==> src/hdl/rsd_ram.sv <==
// ----------------------------------------------------------------------------
// rsd_ram
// Simple dual-port RAM, one write port, one read port with registered data.
// ----------------------------------------------------------------------------
module rsd_ram #(
    parameter int WIDTH = 8,
    parameter int DEPTH = 16
) (
    input  logic                     i_clk,
    input  logic                     i_we,
    input  logic [$clog2(DEPTH)-1:0] i_waddr,
    input  logic [WIDTH-1:0]         i_wdata,
    input  logic [$clog2(DEPTH)-1:0] i_raddr,
    output logic [WIDTH-1:0]         o_rdata
);

    logic [WIDTH-1:0] r_mem [DEPTH];
    logic [WIDTH-1:0] r_rdata;

    always_ff @(posedge i_clk) begin
        if (i_we) begin
            r_mem[i_waddr] <= i_wdata;
        end
        r_rdata <= r_mem[i_raddr];
    end

    assign o_rdata = r_rdata;

endmodule

==> config.mk <==
export PLATFORM = sky130hd
export DESIGN_NAME = rsd_ram
export DESIGN_NICKNAME = d
export VERILOG_FILES = /design/src/hdl/rsd_ram.sv
export SDC_FILE = /design/constraint.sdc
export NUM_CORES = 1
export LEC_CHECK = 0
export ABC_AREA = 1
export BUFFER_PORTS_ARGS = -buffer_cell sky130_fd_sc_hd__buf_2
export CAP_MARGIN = 20
export CORE_MARGIN = 1.5
export CORE_UTILIZATION = 61
export DETAILED_ROUTE_END_ITERATION = 10
export PLACE_DENSITY = 0.76
export SYNTH_ARGS = -nofsm -noshare
export SYNTH_HDL_FRONTEND = slang
export SYNTH_SLANG_ARGS = --single-unit
==> constraint.sdc <==
create_clock -name i_clk -period 1.5 [get_ports i_clk]
set_clock_uncertainty 0.15 [all_clocks]
set_input_delay 0 -clock i_clk [delete_from_list [all_inputs] [get_ports i_clk]]
set_output_delay 0 -clock i_clk [all_outputs]
set_load 0.03 [all_outputs]
# [Yosys cells after proc, flatten, opt, wreduce, memory -nomap -nowiden]
# Memory sizes are Yosys's and may differ from the RTL's. A register that Yosys moved wholly into a read port is not among the register bits.
# Cells that the tools add are included.
[word_totals] ff_bits=0 mem_bits_rw=128 in_bits=18 out_inout_bits=8 word_cells=3 n_memories=1
[memory_table] memory="r_mem" depth=16 width=8 read_ports=1 rd_ports_with_merged_regs=1 wr=1 line_no="17" rtl="logic [WIDTH-1:0] r_mem [DEPTH];"
[classes] muxes=2
[op_table] op="1-bit two-way mux" count=2

# [Depth between registers and ports, before layout]
# Gate-level depths: netlist (run 1).
[logic_depth] word_depth=2 mapped_depth=8 depth_no_buf=7

# [Worst setup path after synthesis (run 1)]
# Ideal clock, no wire load.
[synth_path] path_kind="in2reg" startpoint="input port i_waddr[2]" endpoint="memory r_mem[10][0], enable pin" setup_ns=0.370 arrival_time_ns=0.581 required_time_ns=0.980 slack_ns=0.399 cell_stages=2 path_buffers=0 path_cell_list="nand3b_1 > nor2_1"
[synth_rtl] element="start: declaration" line_no="11" rtl="input logic [$clog2(DEPTH)-1:0] i_waddr,"
[synth_rtl] element="end: declaration" line_no="17"
# No word-level cell before the write port.

# [Worst setup path in the final report (run 1)]
[layout_path] startpoint="input port i_waddr[3]" endpoint="memory r_mem[3][1], enable pin"
# No word-level cell before the write port.

==> results by group, run 1 <==
Outcome
  – Status: finished clean

Drt
  – 1st-iter DRT viols: approximately 330
  – Final WL: ~13000 µm
  – DRC errors left: 0
  – Total number of vias: 4071
  – Final antenna-violating net count: 0
  – Wire per inst: about 18 µm
  – Vias/cell: around 5.5
  – Pre-Repair DR Iteration Count: 5

Timing
  – Worst-margin pin slew: a little under 0.4 ns
  – Setup slack after layout: roughly 0.20 ns
  – Setup violators final: 0
  – RSZ-0062 raised after global routing: no
  – Fin Hold WS: about 0.051 ns
  – Min cycle time layout: about 1.3 ns
  – Hold Vio Cnt, Final: 0
  – Fin crit share: 0.868
  – Fmax: between 700 and 800 MHz
  – Setup TNS: 0 ns
  – Relative slew slack: 0.736
  – Slew Viols, Final: 0

Place
  – DP HPWL: ~7400 µm
  – DP Cell Count: 688
  – Port-buffer cells: 25
  – Setup Slack @ Placement: 0.266 ns
  – Routability cong.: ~0.87

Synth
  – Share of the synthesized area in the top cell type: 0.667
  – Mapped cell area: between 5000 and 6000 µm²
  – Sequential fraction of the synthesis area: 0.694
  – Post-Synthesis Cells: around 550
  – YS warnings: 0
  – FF+latch count, synth: around 140
  – Post-synth cell types: 12
  – Top cells by area, synth: edfxtp_1 (67%), nand2_1 (11%), nand3_1 (8.4%)
  – Syn avg cell area: roughly 10 µm²
  – Post-synth top area cell: edfxtp_1
  – Net Count, Synth: 569

Power and ir drop
  – Power Dens Cells: approximately 1300 nW/µm²
  – Pleak: 3.04 nW
  – VDD IR-drop max: around 0.00096 V

Critical path
  – Critical path peak fanout: 5
  – Crit-path slowest cell: dlygate4sd3_1
  – CP required: around 1.6 ns
  – Most Frequent Cell on Critical Path: nor2_1
  – Critical Path Start Type: primary input
  – CP max stage delay: ~0.55 ns
  – Critical Path AT: 1.38 ns
  – Critical Path End Type: flop
  – CP Cell Sequence: dlygate4sd3_1 -> buf_2 -> nor2_1 -> nand2_1 -> nor2_1 -> buf_4
  – Critical path class: primary input to flop

Finish
  – End-of-flow core utilization: 0.750
  – Filler cells: around 600
  – Fin cells: roughly 740
  – Ant. Diodes: 0
  – Final nets: 630
  – Share of layout cells above drive strength 1: 0.131
  – Area delta synth->final: 19.5%

Clock network
  – CTS Buf Count: 17
  – CTS tree: built
  – Root Driver: clkbuf_8
  – Latest clock arrival within the worst-skew pair: 0.52 ns
  – Htree depth: 4
  – Clock Tree Buf Depth: 2
  – Total clock sinks: around 140
  – Hold-fix buffers, CTS: 16
  – Post-CTS Resized: 0
  – Worst-path clk slew: around 0.060 ns
  – Setup Fix Bufs, Post-CTS: 0

Global routing
  – Antenna violations before repair: 0
  – First-pass GRT wire length: 20500 µm
  – Largest net degree at the start of global routing: 65
  – Overall Global Routing Usage: 0.282
  – Vias in the first global route: between 4000 and 5000
  – GR Overflow Total: 0

Floorplanning
  – CORE AREA: ~9200 µm²
  – Io pins: 26
  – Die Wd: 100 µm
  – Die area: approximately 10000 µm²
  – Rows: 35
  – Die Ht: between 100 and 150 µm
  – Initial Util: 0.627

Flow run
  – Max Cap Viol: 0

Min path
  – Hold crit path type: primary input to flop
-- stage by stage --
step | power [W] | cell area, µm²
global placement | 0.00490 | 6110
global route | 0.00945 | 6890
finish | 0.00920 | 6890
detailed placement | 0.00492 | 6110
floorplan | 0.00470 | 5770
CTS | 0.00922 | 6890
-- sequential cells by signal, indices dropped and copies added, names as in the netlist --
register  flops
r_mem       128
o_rdata       8
-- metal layers --
layer  vias to the layer above  wire length [µm]  track usage
met5                         -                 0            0
met4                         0               246       0.0964
met3                        24              1060       0.0578
met2                       233              6560        0.480
met1                      1919              5230        0.363
li1                       1895                 -            -
-- cell type report --
class	count	area [µm²]	share of cell area
Multi-Input combinational cell	289	1210	0.176
Clock inverter	12	173	0.0250
Inverter	102	383	0.0555
Clock buffer	20	445	0.0646
Sequential cell	136	4000	0.581
Timing Repair Buffer	66	536	0.0777
Tap cell	111	139	0.0201
-- synth_stat cells --
cell      count
nor2_1       17
nand3b_1      2
buf_4         4
nand2_1     173
edfxtp_1    128
buf_1         1
buf_6         6
inv_1       100
nand3_1      97
inv_2         2
buf_2        13
dfxtp_1       8
-- cell usage in the layout (no fill, tap or decap), types with 3 or more instances in the layout --
cell type,instances
buf_12,5
inv_1,100
dfxtp_1,8
bufinv_16,4
edfxtp_1,128
clkbuf_16,16
nand3_1,97
nand2_1,173
buf_4,20
clkinv_2,3
nor2_1,17
clkbuf_8,3
buf_2,25
dlygate4sd3_1,16
-- worst max-delay path: cells and delay by family --
family	cells	cell delay, ns
buffers and inverters	3	0.91
AND/OR/NAND/NOR	3	0.47
-- logic make-up after synthesis --
logic type / count (synthesis) / share of synthesized area
and+or+nand+nor: 289 / 0.210
buffers and inverters: 126 / 0.0952
DFF: 136 / 0.694
-- worst paths after layout --
check                                             from                    end  slack [ns]  cells past startpoint
worst max-delay path                        i_waddr[3]  r_mem[3][1]$_DFFE_PP_        0.20                      6
worst min-delay path                        i_raddr[0]     o_rdata[0]$_DFF_P_        0.05                      7
worst max register to register   r_mem[2][7]$_DFFE_PP_     o_rdata[7]$_DFF_P_        0.28                      6
worst min register to register  r_mem[12][5]$_DFFE_PP_     o_rdata[5]$_DFF_P_        0.52                      6
-- where the power goes --
group | total, W | internal (W) | switching (W)
Sequential | 0.00427 | 0.00425 | 0.0000244
Combinational | 0.000611 | 0.000198 | 0.000414
Clock | 0.00432 | 0.00278 | 0.00153
Note: power is estimated with default switching activity, not from simulation.
==> inputs of run 2 (changes only) <==
--- a/config.mk
+++ b/config.mk
@@ -9,9 +9,9 @@
 export BUFFER_PORTS_ARGS = -buffer_cell sky130_fd_sc_hd__buf_2
 export CAP_MARGIN = 20
 export CORE_MARGIN = 1.5
-export CORE_UTILIZATION = 61
+export CORE_UTILIZATION = 47
 export DETAILED_ROUTE_END_ITERATION = 10
-export PLACE_DENSITY = 0.76
+export PLACE_DENSITY = 0.61
 export SYNTH_ARGS = -nofsm -noshare
 export SYNTH_HDL_FRONTEND = slang
 export SYNTH_SLANG_ARGS = --single-unit
==> run 2 against run 1 <==
Compared with the run above: die area increased by 29%; worst setup slack got worse by 0.027 ns; sequential power about the same; first-iteration DRC count decreased by 7.8%; critical path depth increased by 1.
==> results by group, run 2 (same netlist as run 1, synthesis figures left out) <==
Finish
  – Max reg flops: roughly 130
  – Final nets: between 600 and 700
  – FF/Latch Area: about 4000 µm²
  – Multi-input logic area: between 1000 and 1500 µm²
  – Area delta synth->final: 18.4%
  – Filler cells: approximately 1000
  – Share of layout cells above drive strength 1: 0.131
  – End-of-flow core utilization: 0.569
  – Biggest register: r_mem
  – Ant. Diodes: 0
  – Commonest cells after routing, fill and taps aside: nand2_1 (173), edfxtp_1 (128), inv_1 (100)
  – Commonest non-fill, non-tap cell in the layout: nand2_1

Clock network
  – Setup Fix Bufs, Post-CTS: 0
  – CTS Buf Count: 17
  – CTS tree: built
  – Latest clock arrival within the worst-skew pair: around 0.42 ns
  – Htree depth: 4
  – Total clock sinks: about 140
  – Post-CTS Resized: 0
  – Clock Tree Buf Depth: 2
  – Worst-path clk slew: approximately 0.060 ns
  – Hold-fix buffers, CTS: 11
  – Root Driver: clkbuf_16

Flow run
  – Max Cap Viol: 0

Timing
  – Fin Hold WS: between 0.08 and 0.09 ns
  – Slew Viols, Final: 0
  – Setup violators final: 0
  – Relative slew slack: 0.744
  – RSZ-0062 raised after global routing: no
  – Fmax: 753 MHz
  – Fin crit share: 0.886
  – Setup TNS: 0 ns
  – Hold Vio Cnt, Final: 0
  – Worst-margin pin slew: ~0.38 ns
  – Min cycle time layout: 1.33 ns

Global routing
  – Largest net degree at the start of global routing: 65
  – First-pass GRT wire length: about 20000 µm
  – Antenna violations before repair: 0
  – GR Overflow Total: 0
  – Vias in the first global route: 3708
  – Overall Global Routing Usage: 0.210

Critical path
  – Critical Path End Type: flop
  – CP required: about 1.7 ns
  – Most Frequent Cell on Critical Path: nand3_1
  – Critical path peak fanout: 32
  – Worst path top cell family by delay: buffers and inverters
  – CP max stage delay: roughly 0.52 ns
  – Buffers & Inverters on Critical Path: 3
  – Reg2reg path depth: 6
  – Crit-path slowest cell: dlygate4sd3_1
  – Crit path depth: 7
  – Critical Path Start Type: primary input
  – CP Cell Sequence: dlygate4sd3_1 -> buf_2 -> buf_4 -> nand3_1 -> nand3_1 -> nand3_1 -> nand2_1
  – Critical path class: primary input to flop
  – Critical Path AT: around 1.5 ns

Drt
  – Wire per inst: 16.2 µm
  – Top routing layer used: met4
  – Routed wl met2: just over 6000 µm
  – DRC errors left: 0
  – 1st-iter DRT viols: just over 300
  – Pre-Repair DR Iteration Count: 5
  – Met3 WL: ~620 µm
  – Final antenna-violating net count: 0
  – Vias/cell: 5.03
  – Final WL: about 12000 µm
  – M1 WL: roughly 5600 µm
  – Total number of vias: roughly 3900

Floorplanning
  – Die Wd: between 100 and 150 µm
  – Io pins: 26
  – Die Ht: between 100 and 150 µm
  – Die area: between 10000 and 15000 µm²
  – CORE AREA: 12000 µm²
  – Initial Util: 0.480
  – Rows: 40

Power and ir drop
  – Power Dens Cells: 1310 nW/µm²
  – VDD IR-drop max: approximately 0.00065 V
  – Pleak: between 2 and 3 nW

Place
  – Routability cong.: between 0.8 and 0.9
  – DP HPWL: around 7500 µm
  – Port-buffer cells: 25

Min path
  – Min-Delay Path Depth: 4
  – Hold crit path type: primary input to flop

Outcome
  – Status: finished clean
## run 2: cell count changes in the layout (fill, tap and decap cells not counted), moves of 2 or more
cell and delta:
dlygate4sd3_1 -5, clkinvlp_4 +3, buf_12 -2, bufinv_16 -2
## run 2: path summary, 6_finish.rpt
kind                                             from                     to  slack (ns)
worst max-delay path                       i_raddr[1]     o_rdata[5]$_DFF_P_        0.17
worst min-delay path                             i_we  r_mem[3][6]$_DFFE_PP_        0.09
worst max register to register  r_mem[6][5]$_DFFE_PP_     o_rdata[5]$_DFF_P_        0.34
worst min register to register  r_mem[2][1]$_DFFE_PP_     o_rdata[1]$_DFF_P_        0.52
## run 2: final cells by class
class,instances,area share
multi-input combinational,289,0.178
clock inverter,12,0.0183
sequential,136,0.586
tap,147,0.0269
inverter,102,0.0561
timing repair buffer,60,0.0663
clock buffer,20,0.0683
## run 2: routing by layer
metal	track usage	vias to the layer above
li1	-	1878
met1	0.285	1832
met2	0.338	128
met3	0.0457	13
met4	0.0717	0
met5	0	-
## run 2: power by group
group	leakage [nW]	switching, W	internal, W	total (W)
registers	1.22	0.0000265	0.00425	0.00428
clock network	0.279	0.00152	0.00256	0.00409
logic	1.48	0.000396	0.000180	0.000576
total	2.98	0.00195	0.00699	0.00894
## run 2: metrics by stage
step / area (µm²) / total power [W] / setup WS (ns) / cells
6_report: 6830 / 0.00894 / 0.172 / 766
5_1_grt: 6830 / 0.00922 / 0.108 / 766
4_1_cts: 6830 / 0.00899 / 0.213 / 766
3_5_place_dp: 6130 / 0.00491 / 0.272 / 723
3_3_place_gp: 6130 / 0.00490 / 0.283 / 723
2_1_floorplan: 5770 / 0.00470 / 0.399 / 551
## run 2: tightest hold or removal path, delay by kind of cell
family,cells,cell delay (ns)
AND/OR/NAND/NOR,2,0.22
buffers and inverters,2,0.29
